--- config.mk ---
export PLATFORM = sky130hd
export DESIGN_NAME = pctbl_ctrl
export DESIGN_NICKNAME = d
export VERILOG_FILES = /design/src/sv/pctbl_pkg.sv /design/src/sv/pctbl_ctrl.sv
export VERILOG_INCLUDE_DIRS = /design/src /design/src/sv
export SDC_FILE = /design/constraint.sdc
export NUM_CORES = 1
export LEC_CHECK = 0
export ABC_CLOCK_PERIOD_IN_PS = 5150
export BUFFER_PORTS_ARGS = -buffer_cell sky130_fd_sc_hd__buf_2
export CAP_MARGIN = 20
export CORE_UTILIZATION = 40
export DETAILED_ROUTE_END_ITERATION = 10
export GPL_TIMING_DRIVEN = 1
export MAX_ROUTING_LAYER = met4
export PLACE_DENSITY = 0.61
export SYNTH_ARGS = -nofsm -noshare
export SYNTH_HDL_FRONTEND = slang
export SYNTH_SLANG_ARGS = --single-unit
--- constraint.sdc ---
create_clock -name clk -period 5.15 [get_ports clk]
set_input_delay 0.7725 -clock clk [delete_from_list [all_inputs] [get_ports clk]]
set_output_delay 0.7725 -clock clk [all_outputs]
set_load 0.05 [all_outputs]
--- src/sv/per_client_token_bucket_limiter_macros.svh ---
`ifndef PER_CLIENT_TOKEN_BUCKET_LIMITER_MACROS_SVH
`define PER_CLIENT_TOKEN_BUCKET_LIMITER_MACROS_SVH

// condition holds in the same cycle as the trigger
`define PCTBL_ASSERT_SAME(label, clk, rst, ante, cons, msg) \
  label: assert property (@(posedge clk) disable iff (rst) (ante) |-> (cons)) \
    else $error(msg);

// condition holds in the cycle after the trigger
`define PCTBL_ASSERT_NEXT(label, clk, rst, ante, cons, msg) \
  label: assert property (@(posedge clk) disable iff (rst) (ante) |=> (cons)) \
    else $error(msg);

`endif

--- src/sv/pctbl_pkg.sv ---
package pctbl_pkg;

  localparam int CLIENT_ID_W = 10;
  localparam int TIME_W      = 48;
  localparam int CFG_W       = 16;
  localparam int CFG_IDX_W   = 2;

  localparam int NUM_CLIENTS_DEF   = 1024;
  localparam int FRACTION_BITS_DEF = 16;

  typedef enum logic [CFG_IDX_W-1:0] {
    REG_CAPACITY = 2'd0,
    REG_INTERVAL = 2'd1,
    REG_AMOUNT   = 2'd2
  } cfg_reg_t;

  localparam logic [CFG_W-1:0] CAPACITY_RST = 16'd10;
  localparam logic [CFG_W-1:0] INTERVAL_RST = 16'd1000;
  localparam logic [CFG_W-1:0] AMOUNT_RST   = 16'd1;

  // divider operand selection
  typedef enum logic {
    DIV_ELAPSED = 1'b0,
    DIV_FRAC    = 1'b1
  } div_sel_t;

  typedef struct packed {
    logic     clear;
    logic     accept;
    logic     slot_rem;
    logic     rd;
    logic     look;
    logic     div_start;
    div_sel_t div_sel;
    logic     save_q;
    logic     mul_whole;
    logic     decide;
    logic     add_whole;
    logic     add_frac;
    logic     clamp;
    logic     take;
    logic     commit;
  } ctrl_cmd_t;

  typedef struct packed {
    logic clr_last;
    logic div_busy;
    logic used;
    logic q_zero;
    logic over;
    logic out_full;
  } dp_sts_t;

endpackage

--- src/sv/pctbl_ctrl.sv ---
`include "per_client_token_bucket_limiter_macros.svh"

module pctbl_ctrl #(
  parameter int NUM_CLIENTS = pctbl_pkg::NUM_CLIENTS_DEF
) (
  input  logic                 clk,
  input  logic                 rst,
  input  logic                 req_valid,
  output logic                 req_ready,
  output pctbl_pkg::ctrl_cmd_t cmd,
  input  pctbl_pkg::dp_sts_t   sts
);

  // client index needs reducing when the table is smaller than the id range
  localparam bit NEED_MOD = NUM_CLIENTS < (2 ** pctbl_pkg::CLIENT_ID_W);

  typedef enum logic [12:0] {
    S_CLEAR = 13'b0000000000001,
    S_IDLE  = 13'b0000000000010,
    S_MOD   = 13'b0000000000100,
    S_READ  = 13'b0000000001000,
    S_LOOK  = 13'b0000000010000,
    S_DIVQ  = 13'b0000000100000,
    S_MULQ  = 13'b0000001000000,
    S_MULR  = 13'b0000010000000,
    S_FGO   = 13'b0000100000000,
    S_DIVF  = 13'b0001000000000,
    S_CLAMP = 13'b0010000000000,
    S_TAKE  = 13'b0100000000000,
    S_WRITE = 13'b1000000000000
  } state_t;

  state_t state;
  state_t state_next;

  always_ff @(posedge clk) begin
    if (rst) begin
      state <= S_CLEAR;
    end else begin
      state <= state_next;
    end
  end

  always_comb begin
    cmd        = '0;
    state_next = state;
    req_ready  = 1'b0;
    case (state)
      S_CLEAR: begin
        cmd.clear = 1'b1;
        if (sts.clr_last) begin
          state_next = S_IDLE;
        end
      end
      S_IDLE: begin
        req_ready = 1'b1;
        if (req_valid) begin
          cmd.accept = 1'b1;
          if (NEED_MOD) begin
            state_next = S_MOD;
          end else begin
            state_next = S_READ;
          end
        end
      end
      S_MOD: begin
        cmd.slot_rem = 1'b1;
        state_next   = S_READ;
      end
      S_READ: begin
        cmd.rd     = 1'b1;
        state_next = S_LOOK;
      end
      S_LOOK: begin
        cmd.look = 1'b1;
        if (sts.used) begin
          cmd.div_start = 1'b1;
          cmd.div_sel   = pctbl_pkg::DIV_ELAPSED;
          state_next    = S_DIVQ;
        end else begin
          state_next = S_TAKE;
        end
      end
      S_DIVQ: begin
        if (!sts.div_busy) begin
          cmd.save_q = 1'b1;
          state_next = S_MULQ;
        end
      end
      S_MULQ: begin
        // less than one interval since the last refill
        if (sts.q_zero) begin
          state_next = S_TAKE;
        end else begin
          cmd.mul_whole = 1'b1;
          state_next    = S_MULR;
        end
      end
      S_MULR: begin
        cmd.decide = 1'b1;
        state_next = sts.over ? S_TAKE : S_FGO;
      end
      S_FGO: begin
        cmd.div_start = 1'b1;
        cmd.div_sel   = pctbl_pkg::DIV_FRAC;
        cmd.add_whole = 1'b1;
        state_next    = S_DIVF;
      end
      S_DIVF: begin
        if (!sts.div_busy) begin
          cmd.add_frac = 1'b1;
          state_next   = S_CLAMP;
        end
      end
      S_CLAMP: begin
        cmd.clamp  = 1'b1;
        state_next = S_TAKE;
      end
      S_TAKE: begin
        cmd.take   = 1'b1;
        state_next = S_WRITE;
      end
      S_WRITE: begin
        if (!sts.out_full) begin
          cmd.commit = 1'b1;
          state_next = S_IDLE;
        end
      end
      default: begin
        state_next = S_CLEAR;
      end
    endcase
  end

  `PCTBL_ASSERT_SAME(a_div_free, clk, rst, cmd.div_start, !sts.div_busy, "divider started while busy")
  `PCTBL_ASSERT_SAME(a_out_free, clk, rst, cmd.commit, !sts.out_full, "result written over a waiting item")
  `PCTBL_ASSERT_SAME(a_div_wait, clk, rst, sts.div_busy, state == S_DIVQ || state == S_DIVF, "divider busy outside a wait state")

endmodule

After elaboration in Yosys (flattened, before gate mapping)
Index checks and enable logic that the tools add are counted.
{"block": "op_classes", "n_eq_ne": 18, "n_mux": 29, "n_reduce_logical": 1}
{"op": "13-bit case mux with 13 select lines", "n": 1}
{"op": "13-bit 2-to-1 mux", "n": 5}
{"op": "12-bit 2-to-1 mux", "n": 3}
{"op": "1-bit 2-to-1 mux", "n": 18}
{"op": "13-bit by 1-bit == test with 1-bit output (second input constant)", "n": 1}
{"op": "13-bit by 10-bit == test with 1-bit output (second input constant)", "n": 1}
{"op": "13-bit by 11-bit == test with 1-bit output (second input constant)", "n": 1}
{"op": "13-bit by 12-bit == test with 1-bit output (second input constant)", "n": 1}
{"op": "13-bit == test (second input constant)", "n": 1}
{"op": "13-bit by 2-bit == test with 1-bit output (second input constant)", "n": 1}
{"op": "13-bit by 3-bit == test with 1-bit output (second input constant)", "n": 1}
{"op": "13-bit by 4-bit == test with 1-bit output (second input constant)", "n": 1}
{"op": "13-bit by 5-bit == test with 1-bit output (second input constant)", "n": 1}
{"op": "13-bit by 6-bit == test with 1-bit output (second input constant)", "n": 1}
{"op": "13-bit by 7-bit == test with 1-bit output (second input constant)", "n": 1}
{"op": "13-bit by 8-bit == test with 1-bit output (second input constant)", "n": 1}
{"op": "13-bit by 9-bit == test with 1-bit output (second input constant)", "n": 1}
{"op": "2-bit inequality test (second input constant)", "n": 5}
{"op": "5-bit AND reduction", "n": 1}
{"op": "2-bit case mux with 2 select lines", "n": 1}
{"op": "2-bit 2-to-1 mux", "n": 1}
{"block": "word_totals", "register_bits": 13, "output_inout_bits": 16}

Longest topological paths before layout
Gate-level depths: netlist (run 1).
{"block": "logic_depth", "word_depth": 3, "ltp_mapped": 6, "depth_no_buf": 5}

Worst setup path after synthesis (run 1)
Ideal clock, no wire load.
{"block": "synth_timing", "path_kind": "register to output", "start": "reg state[5]", "end": "out cmd[9] (netlist bit)", "arrival_time_ns": 2.105, "t_required_ns": 4.378, "setup_slack_ns": 2.273, "path_stages_with_launch": 6, "path_buffers": 0, "cell_sequence": "dfxtp_1 or4_4 nor4_1 and3_1 nand2_1 nand2_1"}
{"element": "start, declared", "line_no": "pctbl_ctrl.sv:33", "rtl": "state_t state;"}
{"element": "start signal, assigned", "line_no": "pctbl_ctrl.sv:40", "rtl": "state <= state_next;"}
{"element": "end, declared", "line_no": "pctbl_ctrl.sv:10", "rtl": "output pctbl_pkg::ctrl_cmd_t cmd,"}

==> results.yml, run 1 <==
clock_tree:
  cts_resized: 0
  ctsHoldBuffers: 0
  cts.htree.levels: 1
  cts_root_buffer: "clkbuf_4"
  tritoncts: "yes"
  clock-sinks: 12
  numCtsBuffers: 3
  clock_latency_ns: 0.28
  clock_path_buffers: 2
  post_cts_buffers: 0
  clk_pin_slew_worst_paths_ns: 0.08
pwr:
  leakagePower_nw: 0.474
  p_per_area_mw_per_mm2: 241
  peakVddDrop_mv: 0.147
  p_total_mw: 0.246
logic_synthesis:
  synth_cell_types: 42
  yosysWarnings: 0
  syn_area_um2: 867
  synthCells: 113
  synth.top_cell.area_share: 0.277
  async_reset_ff_frac: 0
  synthTopCellsByArea: "dfxtp_1 (28%), nor2_1 (5.6%), nor4_1 (4.3%)"
  synth_edf_count: 0
  syn_area_per_cell_um2: 7.67
  syn-num-nets: 122
  dominantRegCellSynth: "dfxtp_1"
  seq_area_frac_synth: 0.277
  yosys.area.top_type: "dfxtp_1"
  ys_ff_latch: 12
placement:
  routabilityCongestion: 0.885
  dpl.hpwl_um: 1630
  dp.cells: 157
  dp_slack_ns: 2.54
  numPortBuffers: 23
timing:
  max_freq_ghz: 0.340
  tns_ns: 0
  period_needed_ns: 2.94
  period_share: 0.571
  rsz0062_at_grt: "false"
  setup_viol: 0
  setup_ws_ns: 2.21
  hold_viol: 0
  fin_skew_ns: 0.00200
  slew_violations: 0
worst_setup_path:
  crit_required_ns: 4.38
  path_class: "reg2out"
  crit_fanout: 8
  cp-start-kind: "flip-flop"
  crit_path_end_kind: "primary output"
  crit_arrival_ns: 2.17
  rrSetupSlack_ns: 3.25
cells_and_area:
  final_cell_mix: "buf_2 (23), nor2_1 (13), dfxtp_1 (12)"
  finalNonFillerCells: 161
  post-route-util: 0.510
  finalNetCount: 144
  drive_gt1_frac: 0.261
  layout_commonest_cell: "buf_2"
  regMostFlops: "state"
  diodes: 0
  nFillCells: 212
  reg.largest.list: "state x12"
  area_growth_pct: 17.7
  largest_reg_flops: 12
die:
  die_h_um: 48.6
  std_cell_rows: 16
  pin_count: 25
  start_util: 0.433
  core_area_mm2: 0.00200
  die-area_mm2: 0.00236
  die_w_um: 48.6
grt:
  use_met1: 0.273
  met3_usage: 0.0692
  grt_pass1_wl_um: 3690
  grt_overflow: 0
  grt_usage: 0.204
  busiest_layer: "met2"
  grt_pass1_vias: 856
  use_met2: 0.289
  grt_max_degree: 15
  antenna_found_initial: 0
detailed_routing:
  via_per_inst: 5.68
  wl_um: 2160
  dr.pass1.iters: 6
  ant_nets: 0
  drt-wirelength-per-cell_um: 13.4
  drc_errors: 0
  vias: 915
  drt_iter0_drc: 29
run:
  cap_viol_max_count: 0
worst_hold_path:
  hold_path.class: "reg2reg"
outcome:
  status: "complete, no violations"
-- stage by stage --
stage	area [um2]	hold slack, ns
after floorplan	867	0.518
after CTS	1020	0.588
after detailed placement	985	0.580
after global routing	1020	0.616
after global placement	985	0.560
final	1020	0.594
-- report_power, final --
group / switching [mW] / total [mW] / internal (mW)
combinational: 0.0423 / 0.0652 / 0.0229
sequential: 0.00695 / 0.103 / 0.0962
clock: 0.0351 / 0.0781 / 0.0431
-- logic make-up after synthesis --
family | count (synthesis) | synth area share
xor+xnor | 2 | 0.0202
buf+inv | 11 | 0.0577
flops | 12 | 0.277
simple gates | 68 | 0.492
compound gates | 19 | 0.149
other cells | 1 | 0.00432
-- layout make-up --
class,instances,area (um2),share of cell area
inverters,5,18.8,0.0184
repair buffers,23,115,0.113
well taps,27,33.8,0.0331
multi-input cells,90,577,0.565
clock buffers,4,36.3,0.0355
flip-flops and latches,12,240,0.235
-- worst max-delay path: stages, from the launching register on --
cell	delay, ns
dfxtp_1	0.39
or4_4	0.57
nor4_1	0.25
and3_1	0.26
nand2_1	0.10
nand2_1	0.07
buf_2	0.26
-- final timing paths --
check	startpoint	cells past startpoint	endpoint
worst min-delay path	state[5]	2	state[5]
worst max-delay path	state[5]	6	cmd[9]
worst max register to register	state[12]	5	state[9]
worst min register to register	state[5]	2	state[5]
-- synthesized netlist by cell type, types with 3 or more instances --
cell and instances:
nor3_1 5, inv_1 5, nor3b_1 4, nand2_1 7
nor2b_1 5, nand3_1 4, nor4_1 6, nand3b_1 3
clkbuf_1 3, dfxtp_1 12, a21oi_1 7, nor2_1 13
and3_1 3
-- metal layers --
metal	share of wire	up-vias
met1	0.50	424
met3	0.051	4
li1	-	459
met4	0.013	0
met5	0	-
met2	0.44	28
Power figures use the tool's default switching activity.
==> inputs of run 2 (changes only) <==
--- a/config.mk
+++ b/config.mk
@@ -6,14 +6,14 @@
 export SDC_FILE = /design/constraint.sdc
 export NUM_CORES = 1
 export LEC_CHECK = 0
-export ABC_CLOCK_PERIOD_IN_PS = 5150
+export ABC_CLOCK_PERIOD_IN_PS = 2450
 export BUFFER_PORTS_ARGS = -buffer_cell sky130_fd_sc_hd__buf_2
 export CAP_MARGIN = 20
 export CORE_UTILIZATION = 40
 export DETAILED_ROUTE_END_ITERATION = 10
 export GPL_TIMING_DRIVEN = 1
 export MAX_ROUTING_LAYER = met4
-export PLACE_DENSITY = 0.61
+export PLACE_DENSITY = 0.64
 export SYNTH_ARGS = -nofsm -noshare
 export SYNTH_HDL_FRONTEND = slang
 export SYNTH_SLANG_ARGS = --single-unit
==> constraint.sdc (replaced) <==
create_clock -name clk -period 2.45 [get_ports clk]
set_input_delay 0.3675 -clock clk [delete_from_list [all_inputs] [get_ports clk]]
set_output_delay 0.3675 -clock clk [all_outputs]
set_load 0.05 [all_outputs]
==> results.yml, run 2 (synthesized netlist as in run 1, its figures left out) <==
pwr:
  p_per_area_mw_per_mm2: 468
  peakVddDrop_mv: 0.241
  p_switching_mw: 0.176
  clockPowerShare: 0.262
  sequentialPowerShare: 0.448
  power_frac_comb: 0.289
  leakagePower_nw: 0.483
  sw_frac_of_total: 0.360
  cell_internal_pwr_mw: 0.312
  p_total_mw: 0.488
grt:
  antenna_found_initial: 0
  grt_overflow: 0
  grt_usage: 0.204
  grt_pass1_wl_um: 3740
  grt_pass1_vias: 841
  grt_max_degree: 15
clock_tree:
  clock_path_buffers: 2
  post_cts_buffers: 0
  cts_root_buffer: "clkbuf_4"
  numCtsBuffers: 3
  cts.htree.levels: 1
  clock-sinks: 12
  clock_latency_ns: 0.27
  clk_pin_slew_worst_paths_ns: 0.08
  tritoncts: "yes"
worst_setup_path:
  crit_fanout: 8
  r2r_start: "state[5]"
  critPathSlowestCell: "or4_4"
  crit_end: "cmd[3]"
  crit_chain: "or4_4, nor2_2, nand4b_1, nor2_1, buf_2"
  setup.worst_path.start: "state[1]"
  cp-start-kind: "flip-flop"
  crit_arrival_ns: 1.96
  r2r_end: "state[9]"
  cpPeakStageDelay_ns: 0.57
  crit_required_ns: 2.08
  crit_path_end_kind: "primary output"
  reg2reg_depth: 5
  rrSetupSlack_ns: 0.59
  path_class: "reg2out"
placement:
  routabilityCongestion: 0.859
  dp_slack_ns: 0.290
  numPortBuffers: 23
  dp.cells: 160
  dpl.hpwl_um: 1660
cells_and_area:
  finalNonFillerCells: 163
  diodes: 0
  regMostFlops: "state"
  drive_gt1_frac: 0.301
  finalNetCount: 147
  area_growth_pct: 20.2
  layout_commonest_cell: "buf_2"
  final_cell_mix: "buf_2 (22), nor2_1 (13), dfxtp_1 (10)"
  reg.largest.list: "state x12"
  largest_reg_flops: 12
  post-route-util: 0.521
detailed_routing:
  drt-wirelength-per-cell_um: 13.6
  via_per_inst: 5.69
  wl_um: 2220
  drt_iter0_drc: 24
  dr.pass1.iters: 4
  vias: 927
  ant_nets: 0
  drc_errors: 0
timing:
  period_share: 0.951
  tns_ns: 0
  setup_viol: 0
  hold_viol: 0
  fin_skew_ns: 0.00456
  period_needed_ns: 2.33
  setup_ws_ns: 0.120
  slew_violations: 0
  rsz0062_at_grt: "false"
  max_freq_ghz: 0.429
die:
  die_w_um: 48.6
  die-area_mm2: 0.00236
  die_h_um: 48.6
  std_cell_rows: 16
  pin_count: 25
  core_area_mm2: 0.00200
  start_util: 0.433
worst_hold_path:
  hold_path.class: "in2reg"
  whs_path_depth: 2
run:
  cap_viol_max_count: 0
outcome:
  status: "complete, no violations"
[run 2: cell types whose count changed in the layout (fill, tap and decap cells not counted), sizes merged]
cell    delta
clkbuf     -1
buf        +3
[run 2: area by class of cell]
type | instances | area, um2
fillers | 215 | 960
clock buffers | 3 | 22.5
inverters | 5 | 18.8
repair buffers | 26 | 140
well taps | 27 | 33.8
flip-flops and latches | 12 | 243
multi-input cells | 90 | 584
[run 2: layer usage]
metal  global-route usage  vias up  share of wire
li1                     -      469              -
met1                0.281      428           0.49
met2                0.310       26           0.46
met3               0.0346        4          0.040
met4               0.0539        0          0.012
met5                    -        -              0
[run 2: metrics by stage]
step / hold WS (ns) / area, um2
finish: 0.267 / 1040
global route: 0.265 / 1040
CTS: 0.263 / 1030
detailed placement: 0.555 / 1010
global placement: 0.548 / 1010
floorplan: 0.444 / 868
[run 2: worst min-delay path by stage]
stage | from | endpoint
3_3_place_gp | sts[1] | state[8]
6_report | sts[1] | state[8]
3_5_place_dp | sts[1] | state[8]
2_1_floorplan | sts[1] | state[8]
5_1_grt | sts[1] | state[8]
4_1_cts | sts[1] | state[8]
[run 2: repair_timing]
action                                  4_1_cts  5_1_grt
endpoints found under the setup margin        1        4
resized for setup                             1        3
hold buffers                                  0        0
[run 2: power groups by stage]
stage | Combinational [mW] | Clock (mW) | Sequential [mW]
6_report | 0.141 | 0.128 | 0.219
5_1_grt | 0.153 | 0.142 | 0.220
4_1_cts | 0.139 | 0.129 | 0.217
3_5_place_dp | 0.138 | 0 | 0.222
3_3_place_gp | 0.138 | 0 | 0.222
2_1_floorplan | 0.104 | 0 | 0.217
[run 2: critical path, delay by kind of cell (launching register included)]
family                 cells  cell delay, ns
buffers and inverters      1            0.26
flip-flops                 1            0.40
AND/OR/NAND/NOR            4            1.02
